===== config.mk =====
export PLATFORM = sky130hd
export DESIGN_NAME = hecu_back
export DESIGN_NICKNAME = d
export VERILOG_FILES = /design/src/rtl/hecu_pkg.sv /design/src/rtl/hecu_back.sv
export SDC_FILE = /design/constraint.sdc
export NUM_CORES = 1
export LEC_CHECK = 0
export BUFFER_PORTS_ARGS = -buffer_cell sky130_fd_sc_hd__buf_2
export CAP_MARGIN = 0
export CORE_UTILIZATION = 50
export CTS_CLUSTER_DIAMETER = 40
export DETAILED_ROUTE_END_ITERATION = 8
export GPL_ROUTABILITY_DRIVEN = 0
export GPL_TIMING_DRIVEN = 0
export HOLD_SLACK_MARGIN = 0.02
export PLACE_DENSITY = 0.83
export SETUP_SLACK_MARGIN = 0.4
export SYNTH_ARGS = -nofsm -noshare
export SYNTH_HDL_FRONTEND = slang
export SYNTH_SLANG_ARGS = --single-unit

===== constraint.sdc =====
create_clock -name clock -period 6 [get_ports clock]
set_input_delay 0.3 -clock clock [delete_from_list [all_inputs] [get_ports clock]]
set_output_delay 0.3 -clock clock [all_outputs]
set_load 0.005 [all_outputs]

===== src/rtl/hecu_pkg.sv =====
// hamming encode/correct unit: shared types, constants and elaboration-time helpers
// used by every module of the unit; depends on nothing else
`timescale 1ns / 1ps

package hecu_pkg;

   localparam int FIELD_W           = 63;   // width of bits_in / bits_out
   localparam int LEN_W             = 6;    // data length and code length width
   localparam int SYN_W             = 6;    // syndrome width, positions up to 63
   localparam int MAX_CODE_BITS_DEF = 63;
   localparam int QUEUE_DEPTH       = 2;
   localparam logic [LEN_W-1:0] DATA_LENGTH_RESET = 6'd4;

   typedef enum logic {
      ACT_ENCODE = 1'b0,
      ACT_CHECK  = 1'b1
   } action_type;

   typedef struct packed {
      action_type         action;
      logic [FIELD_W-1:0] bits_in;
   } req_type;

   typedef struct packed {
      logic [FIELD_W-1:0] bits_out;
      logic [LEN_W-1:0]   error_position;
      logic               error_found;
      logic               position_invalid;
   } rsp_type;

   // least r with 2^r - r >= k + 1
   function automatic logic [2:0] parity_count(input logic [LEN_W-1:0] k);
      logic [2:0] r;
      r = 3'd7;
      for (int i = 7; i >= 0; i--) begin
         if (((1 << i) - i) >= (int'(k) + 1)) begin
            r = 3'(i);
         end
      end
      return r;
   endfunction

   // largest data length whose code still fits in code_bits
   function automatic int max_data_len(input int code_bits);
      int km;
      km = 1;
      for (int k = 1; k < 64; k++) begin
         if (k + int'(parity_count(LEN_W'(k))) <= code_bits) begin
            km = k;
         end
      end
      return km;
   endfunction

   function automatic logic [LEN_W-1:0] effective_k(input logic [LEN_W-1:0] raw,
                                                    input int kmax);
      logic [LEN_W-1:0] k;
      k = raw;
      if (k == '0) begin
         k = LEN_W'(1);
      end
      if (int'(k) > kmax) begin
         k = LEN_W'(kmax);
      end
      return k;
   endfunction

   function automatic bit is_pow2(input int p);
      return (p & (p - 1)) == 0;
   endfunction

   // 1-based position of the m-th non-power-of-two position, counting upward
   function automatic int data_pos(input int m);
      int cnt;
      int pos;
      cnt = 0;
      pos = 0;
      for (int p = 3; p < 128; p++) begin
         if (!is_pow2(p)) begin
            if (cnt == m && pos == 0) begin
               pos = p;
            end
            cnt++;
         end
      end
      return pos;
   endfunction

   // positions (bit p-1 for position p) whose number has bit i set
   function automatic logic [FIELD_W-1:0] syn_mask(input int i);
      logic [FIELD_W-1:0] m;
      m = '0;
      for (int p = 1; p <= FIELD_W; p++) begin
         m[p-1] = ((p >> i) & 1) != 0;
      end
      return m;
   endfunction

endpackage


===== src/rtl/hecu_back.sv =====
// back end: parity insertion or single-bit correction, result register
// uses hecu_pkg; drains the entry queue
`timescale 1ns / 1ps

module hecu_back #(
   parameter int MAX_CODE_BITS = hecu_pkg::MAX_CODE_BITS_DEF,
   parameter int ENTRY_W       = 1 + MAX_CODE_BITS + hecu_pkg::SYN_W + hecu_pkg::LEN_W
) (
   input  logic                clock,
   input  logic                reset,
   input  logic                q_empty,
   input  logic [ENTRY_W-1:0]  q_data,
   output logic                q_pop,
   input  logic                pop,
   output logic                empty,
   output hecu_pkg::rsp_type   rsp_data
);
   import hecu_pkg::*;

   localparam int W = MAX_CODE_BITS;

   typedef struct packed {
      action_type       action;
      logic [W-1:0]     word;
      logic [SYN_W-1:0] syn;
      logic [LEN_W-1:0] code_len;
   } entry_type;

   entry_type    entry;
   logic         check;
   logic         in_range;
   logic [W-1:0] result;
   rsp_type      rsp_ff, rsp_in;
   logic         valid_ff, valid_in;

   assign entry    = entry_type'(q_data);
   assign check    = (entry.action == ACT_CHECK);
   assign in_range = (entry.syn != '0) && (entry.syn <= entry.code_len);

   always_comb begin
      result = entry.word;
      if (check) begin
         if (in_range) begin
            for (int p = 0; p < W; p++) begin
               if (entry.syn == SYN_W'(p + 1)) begin
                  result[p] = ~result[p];
               end
            end
         end
      end else begin
         // parity bit at position 2^i takes syndrome bit i of the data-only word
         for (int i = 0; i < SYN_W; i++) begin
            if ((1 << i) <= W) begin
               result[(1 << i) - 1] = result[(1 << i) - 1] | entry.syn[i];
            end
         end
      end
   end

   always_comb begin
      rsp_in.bits_out         = FIELD_W'(result);
      rsp_in.error_position   = check ? LEN_W'(entry.syn) : '0;
      rsp_in.error_found      = check && (entry.syn != '0);
      rsp_in.position_invalid = check && (entry.syn > entry.code_len);
   end

   assign q_pop    = !q_empty && (!valid_ff || pop);
   assign valid_in = q_pop || (valid_ff && !pop);

   always_ff @(posedge clock) begin
      if (reset) begin
         valid_ff <= 1'b0;
      end else begin
         valid_ff <= valid_in;
      end
   end

   always_ff @(posedge clock) begin
      if (q_pop) begin
         rsp_ff <= rsp_in;
      end
   end

   assign empty    = !valid_ff;
   assign rsp_data = rsp_ff;

   a_invalid_is_error: assert property (@(posedge clock) disable iff (reset)
      valid_ff && rsp_ff.position_invalid |-> rsp_ff.error_found)
      else $error("invalid position without error flag");

   a_load_shows: assert property (@(posedge clock) disable iff (reset)
      q_pop |=> valid_ff)
      else $error("queue beat taken but result register empty");

endmodule


# Yosys cells after proc, flatten, opt, wreduce, memory -nomap -nowiden

Cells that the tools add are included.

Bitwise gates (word level): 69
Reduce and logical (&&, ||, !) cells: 11
Mux-type cells: 74
Equal/unequal tests: 63
$lt $le $gt $ge: 2

Operators by type and width:

| kind                 | count |
|---|---|
| $eq A6 B6 Y1 const B | 32 |
| $eq A6 B5 Y1 const B | 16 |
| $mux W1              | 68 |
| $mux W63             | 1 |
| $not A1 Y1           | 63 |
| $eq A6 B4 Y1 const B | 8 |
| $mux W31             | 1 |
| $eq A6 B3 Y1 const B | 4 |
| $mux W15             | 1 |
| $eq A6 B2 Y1 const B | 2 |
| $mux W7              | 1 |
| $eq A6 B1 Y1 const B | 1 |
| $gt A6 B6 Y1         | 1 |
| $le A6 B6 Y1         | 1 |
| $or A1 B1 Y1         | 6 |
| $reduce_bool A6 Y1   | 1 |
| $logic_and A1 B1 Y1  | 5 |
| $logic_not A1 Y1     | 3 |
| $mux W3              | 1 |
| $logic_or A1 B1 Y1   | 2 |
| $mux W2              | 1 |

Word-level logic and storage cells: 224
Flip-flop bits (word level): 72
Bits of input ports: 80
Output and inout bits: 73

# Longest topological paths before layout

Gate-level depths: netlist of the first run.

Word-level depth: 4
Gate-level depth with buffers: 10
Mapped depth without buffers: 7

# Worst setup path after synthesis of the first run

OpenSTA, ideal clock, no wires.

Path type: in2reg
From: in pop
To: reg rsp_ff, in the netlist rsp_data[0] (enable)
Stages: 2
Library setup time: 0.513 ns
Data required time: 5.487 ns
Data arrival time: 3.639 ns
Slack: 1.848 ns
Path buffers: 0
Path through: nand2b_1 > nor2b_1

Cells in the longest elaborated chain, start to end: 2

RTL lines:

| what                   | RTL line        | source |
|---|---|---|
| start: declaration     | hecu_back.sv:14 | `input logic pop,` |
| $logic_or A1 B1 Y1     | hecu_back.sv:67 | `assign q_pop = !q_empty && (!valid_ff \|\| pop);` |
| $logic_and A1 B1 Y1    | hecu_back.sv:67 |  |
| via q_pop              | hecu_back.sv:13 | `output logic q_pop,` |
| end signal: assignment | hecu_back.sv:80 | `rsp_ff <= rsp_in;` |
| end: declaration       | hecu_back.sv:33 | `rsp_type rsp_ff, rsp_in;` |

The timed path passes the listed nets, and every way through them passes these cells.
A chain may end at the register's enable or synchronous reset.

# Worst setup path in the final report of the first run

From: in q_data[6]
To: reg rsp_ff, in the netlist rsp_data[21], data pin

Cells in the longest elaborated chain, start to end: 4
Elaborated cells on any way between the ends: 7
Those cells by class: 1 x order compare; 1 x eq/ne; 3 x mux; 2 x reduce/logical

RTL lines:

| what                                                  | RTL line                         | source |
|---|---|---|
| start: declaration                                    | hecu_back.sv:12                  | `input logic [ENTRY_W-1:0] q_data,` |
| $le A6 B6 Y1 (tied with other cells)                  | hecu_back.sv:38                  | `assign in_range = (entry.syn != '0) && (entry.syn <= entry.code_len);` |
| $logic_and A1 B1 Y1 / $mux W1 (equally long branches) | hecu_back.sv:38, hecu_back.sv:45 |  |
| $mux W63 *                                            | hecu_back.sv:43                  | `if (in_range) begin` |
| $mux W7 *                                             | hecu_back.sv:42                  | `if (check) begin` |
| via result[13]                                        | hecu_back.sv:32                  | `logic [W-1:0] result;` |

Mark *: on every way through the listed nets, which the timed path passes. The rest lies on a longest branch.

==> results of run 1 <==
power by group through the flow:
stage	clock network, W	logic, W	registers, W
2_1_floorplan	0	0.0000814	0.000616
3_3_place_gp	0	0.000163	0.000611
3_5_place_dp	0	0.000175	0.000608
4_1_cts	0.000498	0.000176	0.000597
5_1_grt	0.000516	0.000192	0.000599
6_report	0.000500	0.000176	0.000596
worst max-delay path, stage by stage:
cell                       delay (ps)
sky130_fd_sc_hd__buf_2            110
sky130_fd_sc_hd__buf_2            180
sky130_fd_sc_hd__inv_1            170
sky130_fd_sc_hd__ha_1             160
sky130_fd_sc_hd__nand2b_1         100
sky130_fd_sc_hd__a21oi_1          100
sky130_fd_sc_hd__o31ai_2          610
sky130_fd_sc_hd__buf_2            350
sky130_fd_sc_hd__nand4_1          160
sky130_fd_sc_hd__xnor2_1          170
area by class of cell:
cell class,count,share of cell area (%)
inverters,13,1.01
flip-flops and latches,72,44.4
clock buffers,9,2.56
repair buffers,153,16.4
well taps,96,2.48
clock inverters,7,2.76
multi-input cells,201,28.2
plain buffers,18,2.14
synth_stat cells (2+ instances only):
master                     number  area share, %
sky130_fd_sc_hd__edfxtp_1      71             58
sky130_fd_sc_hd__nor3_1        34            4.6
sky130_fd_sc_hd__xor2_1        32            7.6
sky130_fd_sc_hd__xnor2_1       25            6.0
sky130_fd_sc_hd__nand3_1       19            2.6
sky130_fd_sc_hd__nor2_1        16            1.6
sky130_fd_sc_hd__inv_1         12            1.2
sky130_fd_sc_hd__nand4_1       12            2.0
sky130_fd_sc_hd__nand2_1       10            1.0
sky130_fd_sc_hd__clkbuf_1       9           0.92
sky130_fd_sc_hd__a21oi_1        7           0.96
sky130_fd_sc_hd__ha_1           6            2.0
sky130_fd_sc_hd__and2_1         5           0.85
sky130_fd_sc_hd__buf_2          5           0.68
sky130_fd_sc_hd__nand2b_1       5           0.85
sky130_fd_sc_hd__buf_6          4            1.2
sky130_fd_sc_hd__mux2i_1        4            1.1
sky130_fd_sc_hd__nand3b_1       4           0.82
sky130_fd_sc_hd__nor2b_1        4           0.68
sky130_fd_sc_hd__nor4_1         3           0.51
sky130_fd_sc_hd__and3_1         2           0.34
sky130_fd_sc_hd__o311a_1        2           0.55
how the worst max path moves through the flow:
stage	endpoint	slack [ps]	cells past startpoint
floorplan	rsp_data[0]$_DFFE_PP_	1850	2
global route	rsp_data[21]$_DFFE_PP_	3510	10
CTS	rsp_data[21]$_DFFE_PP_	3750	10
detailed placement	rsp_data[21]$_DFFE_PP_	3380	10
global placement	q_pop	380	4
finish	rsp_data[21]$_DFFE_PP_	3680	10
metal layers:
metal,vias to the layer above,share of wire [%]
met1,1484,39
met2,126,53
met3,15,6.1
li1,1427,-
met5,-,0
met4,0,2.1
stage by stage:
step           hold slack [ps]  util (%)  area, sq um  power (W)  setup slack [ps]
4_1_cts                   95.1      69.8         4850    0.00127              3750
2_1_floorplan              369         -         3660   0.000697              1850
5_1_grt                   97.4      69.8         4850    0.00131              3510
6_report                  96.1      69.8         4850    0.00127              3680
3_5_place_dp               465      66.1         4590   0.000783              3380
3_3_place_gp               455      65.4         4540   0.000774               383
registers in the layout, indices dropped and copies added (netlist names):
signal    cells
rsp_data     71
valid_ff      1
cell families (layout without fill, tap and decap cells):
family                     count (synthesis)  count (layout)  synth area share, %
AOI/OAI and AO/OA                         15              15                 3.11
and+or+nand+nor                          119             119                 17.2
xor gates and xnor gates                  57              57                 13.6
adders and majority gates                  6               6                 2.05
muxes                                      4               4                 1.09
buffers and inverters                     31             200                 4.16
DFF                                       72              72                 58.7
==> report_table.html, run 1 <==
<table>
<tr><th>Metric</th><th>Value</th></tr>
<tr><th colspan="2">Drt</th></tr>
<tr><td>Routed via count divided by cell count</td><td>5.36</td></tr>
<tr><td>Antenna-violating nets left</td><td>0</td></tr>
<tr><td>Routed wire length</td><td>9.41 mm</td></tr>
<tr><td>Initial DRT Pass Iterations</td><td>4</td></tr>
<tr><td>Via count</td><td>3052</td></tr>
<tr><td>Starting DRC count in detailed routing</td><td>254</td></tr>
<tr><td>Routed len/inst</td><td>16.5 um</td></tr>
<tr><td>Remaining DRCs</td><td>0</td></tr>
<tr><th colspan="2">Logic synthesis</th></tr>
<tr><td>Yosys cell types</td><td>35</td></tr>
<tr><td>Post-synthesis cell area</td><td>3660 sq um</td></tr>
<tr><td>Syn_area_per_cell</td><td>12.1 sq um</td></tr>
<tr><td>Gate count after technology mapping</td><td>304</td></tr>
<tr><td>Share of synthesized area occupied by flip-flops and latches</td><td>58.7%</td></tr>
<tr><td>Syn Nets</td><td>390</td></tr>
<tr><td>Post-synthesis register bit count</td><td>72</td></tr>
<tr><td>Most used flip-flop cell after synthesis</td><td>sky130_fd_sc_hd__edfxtp_1</td></tr>
<tr><td>Number of enable-type register cells in the synthesized netlist</td><td>71</td></tr>
<tr><td>Share of synthesized registers carrying an async set or reset</td><td>0%</td></tr>
<tr><td>Yosys warns</td><td>0</td></tr>
<tr><th colspan="2">Global route</th></tr>
<tr><td>Largest net degree at the start of global routing</td><td>31</td></tr>
<tr><td>Busiest grt layer</td><td>met2</td></tr>
<tr><td>GRT met3 Usage</td><td>4.43%</td></tr>
<tr><td>Met2 routing resource usage after global routing</td><td>45.7%</td></tr>
<tr><td>Total GRT Usage</td><td>25.5%</td></tr>
<tr><td>Number of global-route vias before repair</td><td>2950</td></tr>
<tr><td>Remaining global-route overflow</td><td>0</td></tr>
<tr><td>Antenna violations before repair</td><td>0</td></tr>
<tr><td>Global-route wire length before repair</td><td>14.4 mm</td></tr>
<tr><td>GR met1 Demand/Resource</td><td>30.2%</td></tr>
<tr><th colspan="2">Worst hold path</th></tr>
<tr><td>Hold Crit Endpoint</td><td>valid_ff$_SDFF_PP0_</td></tr>
<tr><td>Hold Crit Depth</td><td>2</td></tr>
<tr><td>Source of the worst hold timing path</td><td>reset</td></tr>
<tr><td>Hold Path Class</td><td>in -&gt; reg</td></tr>
<tr><th colspan="2">Final layout</th></tr>
<tr><td>N_diodes</td><td>0</td></tr>
<tr><td>Fill cell total of the finished layout</td><td>534</td></tr>
<tr><td>Leading cell types in the layout, fill and taps excluded</td><td>sky130_fd_sc_hd__buf_2, sky130_fd_sc_hd__edfxtp_1, sky130_fd_sc_hd__nor3_1</td></tr>
<tr><td>Sequential cell area</td><td>2150 sq um</td></tr>
<tr><td>Finished Layout Cells</td><td>569</td></tr>
<tr><td>Most common library cell in the layout ignoring fill and taps</td><td>sky130_fd_sc_hd__buf_2</td></tr>
<tr><td>Proportion of layout cells with a drive suffix above 1</td><td>38.3%</td></tr>
<tr><td>Area taken by multi-input logic gates</td><td>1370 sq um</td></tr>
<tr><td>Layout overhead on the synthesized area</td><td>32.2%</td></tr>
<tr><td>Total Nets Final</td><td>554</td></tr>
<tr><th colspan="2">Floorplanning</th></tr>
<tr><td>Die Span Y</td><td>87.6 um</td></tr>
<tr><td>Placement Rows</td><td>30</td></tr>
<tr><td>I/O pin count</td><td>153</td></tr>
<tr><td>Floorplan core area</td><td>6940 sq um</td></tr>
<tr><td>Initial Util</td><td>52.8%</td></tr>
<tr><td>Overall die width</td><td>87.6 um</td></tr>
<tr><td>Floorplan die area</td><td>7680 sq um</td></tr>
<tr><th colspan="2">STA</th></tr>
<tr><td>Final setup skew</td><td>11.1 ps</td></tr>
<tr><td>Fraction of the cycle the final worst path needs</td><td>38.7%</td></tr>
<tr><td>Transition time at the pin with the least slew margin</td><td>794 ps</td></tr>
<tr><td>Final setup violating endpoints</td><td>0</td></tr>
<tr><td>Max Transition Viols Final</td><td>0</td></tr>
<tr><td>Time the final worst path needs with I/O delays and setup</td><td>2320 ps</td></tr>
<tr><td>Relative slew margins</td><td>46.9%</td></tr>
<tr><td>Maximum achievable frequency</td><td>0.430 GHz</td></tr>
<tr><td>Unrepaired setup endpoints after global routing</td><td>no</td></tr>
<tr><td>Accumulated negative setup slack</td><td>0 ps</td></tr>
<tr><td>Hold violation total from the final report</td><td>0</td></tr>
<tr><th colspan="2">Critical path</th></tr>
<tr><td>Startpoint type of the worst setup path</td><td>input port</td></tr>
<tr><td>Launch point of the worst reg-to-reg path</td><td>valid_ff$_SDFF_PP0_</td></tr>
<tr><td>Register-to-register path setup slack</td><td>4480 ps</td></tr>
<tr><td>Kind of critical path</td><td>in -&gt; reg</td></tr>
<tr><td>Critical Path AT</td><td>2420 ps</td></tr>
<tr><td>Worst path required time</td><td>6100 ps</td></tr>
<tr><td>Endpoint of the most critical register-to-register path</td><td>rsp_data[52]$_DFFE_PP_</td></tr>
<tr><td>CP startpoint</td><td>q_data[6]</td></tr>
<tr><td>Nature of the critical path endpoint</td><td>flip-flop</td></tr>
<tr><td>Worst-case reg-to-reg path depth</td><td>3</td></tr>
<tr><td>Max FO, Critical Path</td><td>10</td></tr>
<tr><th colspan="2">Power</th></tr>
<tr><td>Switching share of power</td><td>22.9%</td></tr>
<tr><td>Internal power contribution</td><td>0.000981 W</td></tr>
<tr><td>Net load switching power</td><td>0.000292 W</td></tr>
<tr><td>Power share of the sequential group</td><td>46.9%</td></tr>
<tr><td>Clock power share</td><td>39.3%</td></tr>
<tr><td>Power share of the combinational group</td><td>13.9%</td></tr>
<tr><td>Power density of the placed cells</td><td>263 nW/um^2</td></tr>
<tr><td>Worst supply voltage drop on vdd</td><td>0.122 mV</td></tr>
<tr><td>Lkg Pwr</td><td>2.03 nW</td></tr>
<tr><th colspan="2">CTS</th></tr>
<tr><td>Clock Path Buffers</td><td>2</td></tr>
<tr><td>Total CTS buffers</td><td>9</td></tr>
<tr><td>Clock root buffer</td><td>sky130_fd_sc_hd__clkbuf_8</td></tr>
<tr><td>Clock tree sinks</td><td>72</td></tr>
<tr><td>Count of instances resized after the clock tree is built</td><td>0</td></tr>
<tr><td>Htree depth</td><td>3</td></tr>
<tr><td>Clock transition at the registers of the reported paths</td><td>80 ps</td></tr>
<tr><td>Post-CTS Hold Buffers</td><td>0</td></tr>
<tr><td>Clock tree from TritonCTS</td><td>built</td></tr>
<tr><td>Skew-Pair Late Insertion Delay</td><td>340 ps</td></tr>
<tr><td>Buffers inserted by post-CTS timing repair</td><td>0</td></tr>
<tr><th colspan="2">Placed design</th></tr>
<tr><td>Number of buffers inserted by port buffering</td><td>151</td></tr>
<tr><td>Cell count after placement</td><td>553</td></tr>
<tr><td>Post-DP HPWL</td><td>7.07 mm</td></tr>
<tr><th colspan="2">Run</th></tr>
<tr><td>Max Cap Violations</td><td>0</td></tr>
<tr><th colspan="2">Status</th></tr>
<tr><td>Result of the run</td><td>finished clean</td></tr>
</table>
Power figures use the tool's default switching activity.
==> run 2: changes to the inputs <==
- CORE_UTILIZATION: 50 -> 48
- PLACE_DENSITY: 0.83 -> 0.8
- clock period: 6 -> 2.2 ns (I/O delays scaled with it)
==> report_table.html, run 2 (synthesized netlist as in run 1, its figures left out) <==
<table>
<tr><th>Metric</th><th>Value</th></tr>
<tr><th colspan="2">STA</th></tr>
<tr><td>Transition time at the pin with the least slew margin</td><td>843 ps</td></tr>
<tr><td>Final setup skew</td><td>11.3 ps</td></tr>
<tr><td>Worst Hold Slack</td><td>57.5 ps</td></tr>
<tr><td>Maximum achievable frequency</td><td>0.560 GHz</td></tr>
<tr><td>Fraction of the cycle the final worst path needs</td><td>81.2%</td></tr>
<tr><td>Unrepaired setup endpoints after global routing</td><td>yes</td></tr>
<tr><td>Hold violation total from the final report</td><td>0</td></tr>
<tr><td>Max Transition Viols Final</td><td>0</td></tr>
<tr><td>Final setup violating endpoints</td><td>0</td></tr>
<tr><td>Relative slew margins</td><td>43.7%</td></tr>
<tr><td>Time the final worst path needs with I/O delays and setup</td><td>1790 ps</td></tr>
<tr><th colspan="2">Global route</th></tr>
<tr><td>Global-route wire length before repair</td><td>13.5 mm</td></tr>
<tr><td>Antenna violations before repair</td><td>0</td></tr>
<tr><td>Remaining global-route overflow</td><td>0</td></tr>
<tr><td>Largest net degree at the start of global routing</td><td>35</td></tr>
<tr><td>Total GRT Usage</td><td>23.2%</td></tr>
<tr><td>Number of global-route vias before repair</td><td>2831</td></tr>
<tr><th colspan="2">Critical path</th></tr>
<tr><td>Nature of the critical path endpoint</td><td>flip-flop</td></tr>
<tr><td>Most common cell on crit path</td><td>sky130_fd_sc_hd__buf_6</td></tr>
<tr><td>Max FO, Critical Path</td><td>10</td></tr>
<tr><td>Critical Path AT</td><td>1860 ps</td></tr>
<tr><td>Cell breakdown of the critical path</td><td>buf_2, buf_4, inv_2, ha_1, nand2_1, or2_1, o31a_1, buf_6, buf_6, nor3_1, xor2_1</td></tr>
<tr><td>Startpoint type of the worst setup path</td><td>input port</td></tr>
<tr><td>Max incr delay on CP</td><td>270 ps</td></tr>
<tr><td>Buf+Inv Stages, Crit Path</td><td>5</td></tr>
<tr><td>Slowest CP cell</td><td>sky130_fd_sc_hd__ha_1</td></tr>
<tr><td>Kind of cell adding the most delay to the critical path</td><td>buffers and inverters</td></tr>
<tr><td>Kind of critical path</td><td>in -&gt; reg</td></tr>
<tr><td>Worst path required time</td><td>2280 ps</td></tr>
<tr><th colspan="2">Final layout</th></tr>
<tr><td>Most common library cell in the layout ignoring fill and taps</td><td>sky130_fd_sc_hd__buf_2</td></tr>
<tr><td>Total Nets Final</td><td>559</td></tr>
<tr><td>Finished Layout Cells</td><td>577</td></tr>
<tr><td>N_diodes</td><td>0</td></tr>
<tr><td>Proportion of layout cells with a drive suffix above 1</td><td>42.3%</td></tr>
<tr><td>Leading cell types in the layout, fill and taps excluded</td><td>sky130_fd_sc_hd__buf_2, sky130_fd_sc_hd__edfxtp_1, sky130_fd_sc_hd__xor2_1</td></tr>
<tr><td>Layout overhead on the synthesized area</td><td>34.1%</td></tr>
<tr><td>Fill cell total of the finished layout</td><td>564</td></tr>
<tr><td>Max FFs per register</td><td>71</td></tr>
<tr><td>Post-Route Utilization</td><td>67.1%</td></tr>
<tr><th colspan="2">CTS</th></tr>
<tr><td>Clock tree sinks</td><td>72</td></tr>
<tr><td>Htree depth</td><td>3</td></tr>
<tr><td>Clock tree from TritonCTS</td><td>built</td></tr>
<tr><td>Clock root buffer</td><td>sky130_fd_sc_hd__clkbuf_8</td></tr>
<tr><td>Total CTS buffers</td><td>9</td></tr>
<tr><td>Clock transition at the registers of the reported paths</td><td>80 ps</td></tr>
<tr><td>Skew-Pair Late Insertion Delay</td><td>340 ps</td></tr>
<tr><td>Clock Path Buffers</td><td>2</td></tr>
<tr><th colspan="2">Worst hold path</th></tr>
<tr><td>Hold Path Class</td><td>in -&gt; reg</td></tr>
<tr><th colspan="2">Drt</th></tr>
<tr><td>Routed len/inst</td><td>16.3 um</td></tr>
<tr><td>Routed wire length</td><td>9.42 mm</td></tr>
<tr><td>Routed via count divided by cell count</td><td>5.17</td></tr>
<tr><td>Via count</td><td>2982</td></tr>
<tr><td>Remaining DRCs</td><td>0</td></tr>
<tr><td>Antenna-violating nets left</td><td>0</td></tr>
<tr><td>Starting DRC count in detailed routing</td><td>191</td></tr>
<tr><td>Initial DRT Pass Iterations</td><td>4</td></tr>
<tr><th colspan="2">Power</th></tr>
<tr><td>Power density of the placed cells</td><td>624 nW/um^2</td></tr>
<tr><td>Power share of the combinational group</td><td>16.7%</td></tr>
<tr><td>Overall power consumption</td><td>0.00307 W</td></tr>
<tr><td>Internal power contribution</td><td>0.00227 W</td></tr>
<tr><td>Net load switching power</td><td>0.000802 W</td></tr>
<tr><td>Switching share of power</td><td>26.1%</td></tr>
<tr><td>Lkg Pwr</td><td>2.03 nW</td></tr>
<tr><td>Worst supply voltage drop on vdd</td><td>0.297 mV</td></tr>
<tr><td>Power share of the sequential group</td><td>53.0%</td></tr>
<tr><td>Clock power share</td><td>30.3%</td></tr>
<tr><th colspan="2">Floorplanning</th></tr>
<tr><td>Overall die width</td><td>89.4 um</td></tr>
<tr><td>Placement Rows</td><td>31</td></tr>
<tr><td>Floorplan die area</td><td>7990 sq um</td></tr>
<tr><td>Floorplan core area</td><td>7330 sq um</td></tr>
<tr><td>Die Span Y</td><td>89.4 um</td></tr>
<tr><td>Initial Util</td><td>50.0%</td></tr>
<tr><td>I/O pin count</td><td>153</td></tr>
<tr><th colspan="2">Placed design</th></tr>
<tr><td>Number of buffers inserted by port buffering</td><td>151</td></tr>
<tr><td>Cell count after placement</td><td>556</td></tr>
<tr><td>Post-DP HPWL</td><td>6.99 mm</td></tr>
<tr><th colspan="2">Run</th></tr>
<tr><td>Max Cap Violations</td><td>0</td></tr>
<tr><th colspan="2">Status</th></tr>
<tr><td>Result of the run</td><td>finished clean</td></tr>
</table>
run 2: cell count changes in the layout (fill, tap and decap cells not counted), moves of 3 or more:
cell,previous run,this run
sky130_fd_sc_hd__nor4_2,0,3
sky130_fd_sc_hd__nor3_2,0,12
sky130_fd_sc_hd__nor3_1,34,22
sky130_fd_sc_hd__bufinv_16,4,0
sky130_fd_sc_hd__buf_4,0,4
sky130_fd_sc_hd__nor4_1,3,0
run 2: power by group through the flow:
stage          clock network [W]  logic (W)  registers (W)
2_1_floorplan                  0   0.000227        0.00167
3_3_place_gp                   0   0.000452        0.00166
3_5_place_dp                   0   0.000484        0.00166
4_1_cts                 0.000941   0.000495        0.00163
5_1_grt                 0.000992   0.000554        0.00163
6_report                0.000931   0.000512        0.00163
run 2: per-layer routing:
layer  wire (um)  track usage (%)
met4         180             8.95
met5           0                0
met1        3830             28.3
met3         541             5.91
met2        4860             39.7
run 2: final cells by class:
cell class	instances	area [sq um]	area share, %
Clock buffer	11	141	2.88
Tap cell	99	124	2.52
Inverter	13	48.8	0.993
Sequential cell	72	2150	43.8
Timing Repair Buffer	158	846	17.2
Multi-Input combinational cell	201	1470	29.8
Clock inverter	5	32.5	0.662
Buffer	18	106	2.16
run 2: repair_timing:
action,CTS,global route
setup buffers,1,2
endpoints found under the setup margin,7,36
pin swaps,1,0
cloned,0,0
hold buffers,2,0
hold endpoints to repair,1,0
gates resized for setup,2,15
run 2: worst paths after layout:
| check | from | end | slack (ps) | cells after the start |
|---|---|---|---|---|
| min | q_data[17] | rsp_data[13]$_DFFE_PP_ | 60 | 2 |
| min reg2reg | valid_ff$_SDFF_PP0_ | rsp_data[45]$_DFFE_PP_ | 860 | 3 |
| max reg2reg | valid_ff$_SDFF_PP0_ | rsp_data[9]$_DFFE_PP_ | 910 | 4 |
| max | q_data[6] | rsp_data[30]$_DFFE_PP_ | 410 | 11 |
run 2: worst register-to-register path, delay by kind of cell (launching register included):
family,cells,cell delay (ps)
simple gates,2,290
buf+inv,2,380
flops,1,320
run 2: per-stage QoR:
step                      setup TNS (ps)  setup WS [ps]  area, sq um
final                                  0            413         4920
after floorplan                        0            289         3680
after CTS                              0            400         4820
after global routing                   0            332         4920
after detailed placement           -14.4          -14.4         4610
after global placement             -4940          -73.8         4560
==> run 3: changes to the inputs <==
- CORE_UTILIZATION: 48 -> 44
- PLACE_DENSITY: 0.8 -> 0.77
- clock period: 2.2 -> 1.5 ns (I/O delays scaled with it)
==> report_table.html, run 3 (synthesized netlist as in run 1, its figures left out) <==
<table>
<tr><th>Metric</th><th>Value</th></tr>
<tr><th colspan="2">Status</th></tr>
<tr><td>Result of the run</td><td>finished with violations</td></tr>
<tr><td>Violated checks</td><td>setup timing</td></tr>
<tr><th colspan="2">Critical path</th></tr>
<tr><td>Max incr delay on CP</td><td>350 ps</td></tr>
<tr><td>Critical Path AT</td><td>1920 ps</td></tr>
<tr><td>Max FO, Critical Path</td><td>7</td></tr>
<tr><td>Nature of the critical path endpoint</td><td>flip-flop</td></tr>
<tr><td>Buf+Inv Stages, Crit Path</td><td>6</td></tr>
<tr><td>Startpoint type of the worst setup path</td><td>input port</td></tr>
<tr><td>Kind of critical path</td><td>in -&gt; reg</td></tr>
<tr><td>Kind of cell adding the most delay to the critical path</td><td>buffers and inverters</td></tr>
<tr><td>Slowest CP cell</td><td>sky130_fd_sc_hd__xnor2_1</td></tr>
<tr><td>Worst path required time</td><td>1660 ps</td></tr>
<tr><td>Cell breakdown of the critical path</td><td>buf_4, buf_12, inv_8, ha_4, nand2_1, or2_4, buf_4, o31ai_4, buf_12, buf_16, nand3b_1, xnor2_1</td></tr>
<tr><th colspan="2">Floorplanning</th></tr>
<tr><td>Floorplan core area</td><td>7890 sq um</td></tr>
<tr><td>Die Span Y</td><td>93.3 um</td></tr>
<tr><td>Placement Rows</td><td>32</td></tr>
<tr><td>I/O pin count</td><td>153</td></tr>
<tr><td>Initial Util</td><td>46.5%</td></tr>
<tr><td>Overall die width</td><td>93.3 um</td></tr>
<tr><td>Floorplan die area</td><td>8700 sq um</td></tr>
<tr><th colspan="2">Final layout</th></tr>
<tr><td>Proportion of layout cells with a drive suffix above 1</td><td>56.4%</td></tr>
<tr><td>Max FFs per register</td><td>71</td></tr>
<tr><td>Finished Layout Cells</td><td>668</td></tr>
<tr><td>Total Nets Final</td><td>647</td></tr>
<tr><td>Leading cell types in the layout, fill and taps excluded</td><td>sky130_fd_sc_hd__buf_2, sky130_fd_sc_hd__edfxtp_1, sky130_fd_sc_hd__dlygate4sd3_1</td></tr>
<tr><td>Most common library cell in the layout ignoring fill and taps</td><td>sky130_fd_sc_hd__buf_2</td></tr>
<tr><td>N_diodes</td><td>0</td></tr>
<tr><td>Layout overhead on the synthesized area</td><td>90.5%</td></tr>
<tr><th colspan="2">Global route</th></tr>
<tr><td>Antenna violations before repair</td><td>0</td></tr>
<tr><td>Largest net degree at the start of global routing</td><td>19</td></tr>
<tr><td>Total GRT Usage</td><td>30.6%</td></tr>
<tr><td>Remaining global-route overflow</td><td>0</td></tr>
<tr><td>Number of global-route vias before repair</td><td>3640</td></tr>
<tr><td>Global-route wire length before repair</td><td>19.6 mm</td></tr>
<tr><th colspan="2">Placed design</th></tr>
<tr><td>Post-DP HPWL</td><td>7.12 mm</td></tr>
<tr><td>Number of buffers inserted by port buffering</td><td>151</td></tr>
<tr><td>Cell count after placement</td><td>559</td></tr>
<tr><th colspan="2">Drt</th></tr>
<tr><td>Via count</td><td>4021</td></tr>
<tr><td>Wire length on met3</td><td>1.56 mm</td></tr>
<tr><td>Antenna-violating nets left</td><td>0</td></tr>
<tr><td>Highest signal layer in the routed design</td><td>met4</td></tr>
<tr><td>Remaining DRCs</td><td>0</td></tr>
<tr><td>Starting DRC count in detailed routing</td><td>459</td></tr>
<tr><td>Routed wire length</td><td>16.7 mm</td></tr>
<tr><td>Met1 wire length</td><td>5.89 mm</td></tr>
<tr><td>Sum of met2 wire segment lengths after detailed routing</td><td>8.33 mm</td></tr>
<tr><td>Routed len/inst</td><td>25.0 um</td></tr>
<tr><td>Initial DRT Pass Iterations</td><td>5</td></tr>
<tr><td>Routed via count divided by cell count</td><td>6.02</td></tr>
<tr><th colspan="2">CTS</th></tr>
<tr><td>Clock Path Buffers</td><td>2</td></tr>
<tr><td>Htree depth</td><td>3</td></tr>
<tr><td>Clock tree from TritonCTS</td><td>built</td></tr>
<tr><td>Total CTS buffers</td><td>9</td></tr>
<tr><td>Clock root buffer</td><td>sky130_fd_sc_hd__clkbuf_8</td></tr>
<tr><td>Clock tree sinks</td><td>72</td></tr>
<tr><td>Clock transition at the registers of the reported paths</td><td>110 ps</td></tr>
<tr><td>Skew-Pair Late Insertion Delay</td><td>380 ps</td></tr>
<tr><th colspan="2">STA</th></tr>
<tr><td>Post-layout worst setup margin</td><td>-254 ps</td></tr>
<tr><td>Transition time at the pin with the least slew margin</td><td>676 ps</td></tr>
<tr><td>Worst Hold Slack</td><td>13.4 ps</td></tr>
<tr><td>Max Transition Viols Final</td><td>0</td></tr>
<tr><td>Time the final worst path needs with I/O delays and setup</td><td>1750 ps</td></tr>
<tr><td>Accumulated negative setup slack</td><td>-3050 ps</td></tr>
<tr><td>Unrepaired setup endpoints after global routing</td><td>yes</td></tr>
<tr><td>Final setup violating endpoints</td><td>61</td></tr>
<tr><td>Final setup skew</td><td>25.8 ps</td></tr>
<tr><td>Fraction of the cycle the final worst path needs</td><td>117%</td></tr>
<tr><td>Relative slew margins</td><td>54.9%</td></tr>
<tr><td>Hold violation total from the final report</td><td>0</td></tr>
<tr><td>Maximum achievable frequency</td><td>0.570 GHz</td></tr>
<tr><th colspan="2">Power</th></tr>
<tr><td>Power density of the placed cells</td><td>866 nW/um^2</td></tr>
<tr><td>Lkg Pwr</td><td>2.94 nW</td></tr>
<tr><td>Overall power consumption</td><td>0.00604 W</td></tr>
<tr><td>Worst supply voltage drop on vdd</td><td>0.641 mV</td></tr>
<tr><th colspan="2">Worst hold path</th></tr>
<tr><td>Hold Path Class</td><td>in -&gt; reg</td></tr>
<tr><th colspan="2">Run</th></tr>
<tr><td>Max Cap Violations</td><td>0</td></tr>
</table>
## run 3: worst paths after layout
kind | from | end | slack [ps] | cells after the start
max | q_data[6] | rsp_data[25]$_DFFE_PP_ | -250 | 12
min | pop | valid_ff$_SDFF_PP0_ | 10 | 3
max reg2reg | valid_ff$_SDFF_PP0_ | rsp_data[0]$_DFFE_PP_ | -10 | 7
min reg2reg | valid_ff$_SDFF_PP0_ | valid_ff$_SDFF_PP0_ | 560 | 2
## run 3: stage by stage
stage | worst slack, ps | area, sq um | util (%)
global placement | -799 | 5100 | 64.7
CTS | -22.6 | 6570 | 83.3
floorplan | -411 | 4220 | -
finish | -254 | 6980 | 88.5
detailed placement | -576 | 5140 | 65.2
global route | -266 | 6980 | 88.5
## run 3: power by group
part	switching, W	internal, W
sequential	0.0000410	0.00236
clock	0.000909	0.00113
combinational	0.000783	0.000825
## run 3: tightest hold or removal path: stages
cell	delay [ps]
sky130_fd_sc_hd__buf_2	80
sky130_fd_sc_hd__nand2b_1	130
sky130_fd_sc_hd__a21oi_1	80
## run 3: layer usage
metal | up-vias | global-route usage, %
li1 | 1629 | -
met1 | 1958 | 38.2
met2 | 353 | 52.3
met3 | 81 | 3.58
met4 | 0 | 15.8
met5 | - | 0
## run 3: area by class of cell
| class | count | area (sq um) |
|---|---|---|
| sequential | 72 | 2150 |
| fill | 307 | 905 |
| clock inverter | 7 | 125 |
| inverter | 13 | 61.3 |
| clock buffer | 9 | 124 |
| tap | 102 | 128 |
| timing repair buffer | 246 | 2130 |
| buffer | 18 | 203 |
| multi-input combinational | 201 | 2060 |
## run 3: what timing repair did
item,in CTS,in global routing
endpoints found under the setup margin,137,137
buffers inserted,20,17
cloned,11,3
gates resized for setup,66,43
hold buffers,42,0
hold endpoints to repair,41,0
pin swaps,22,10
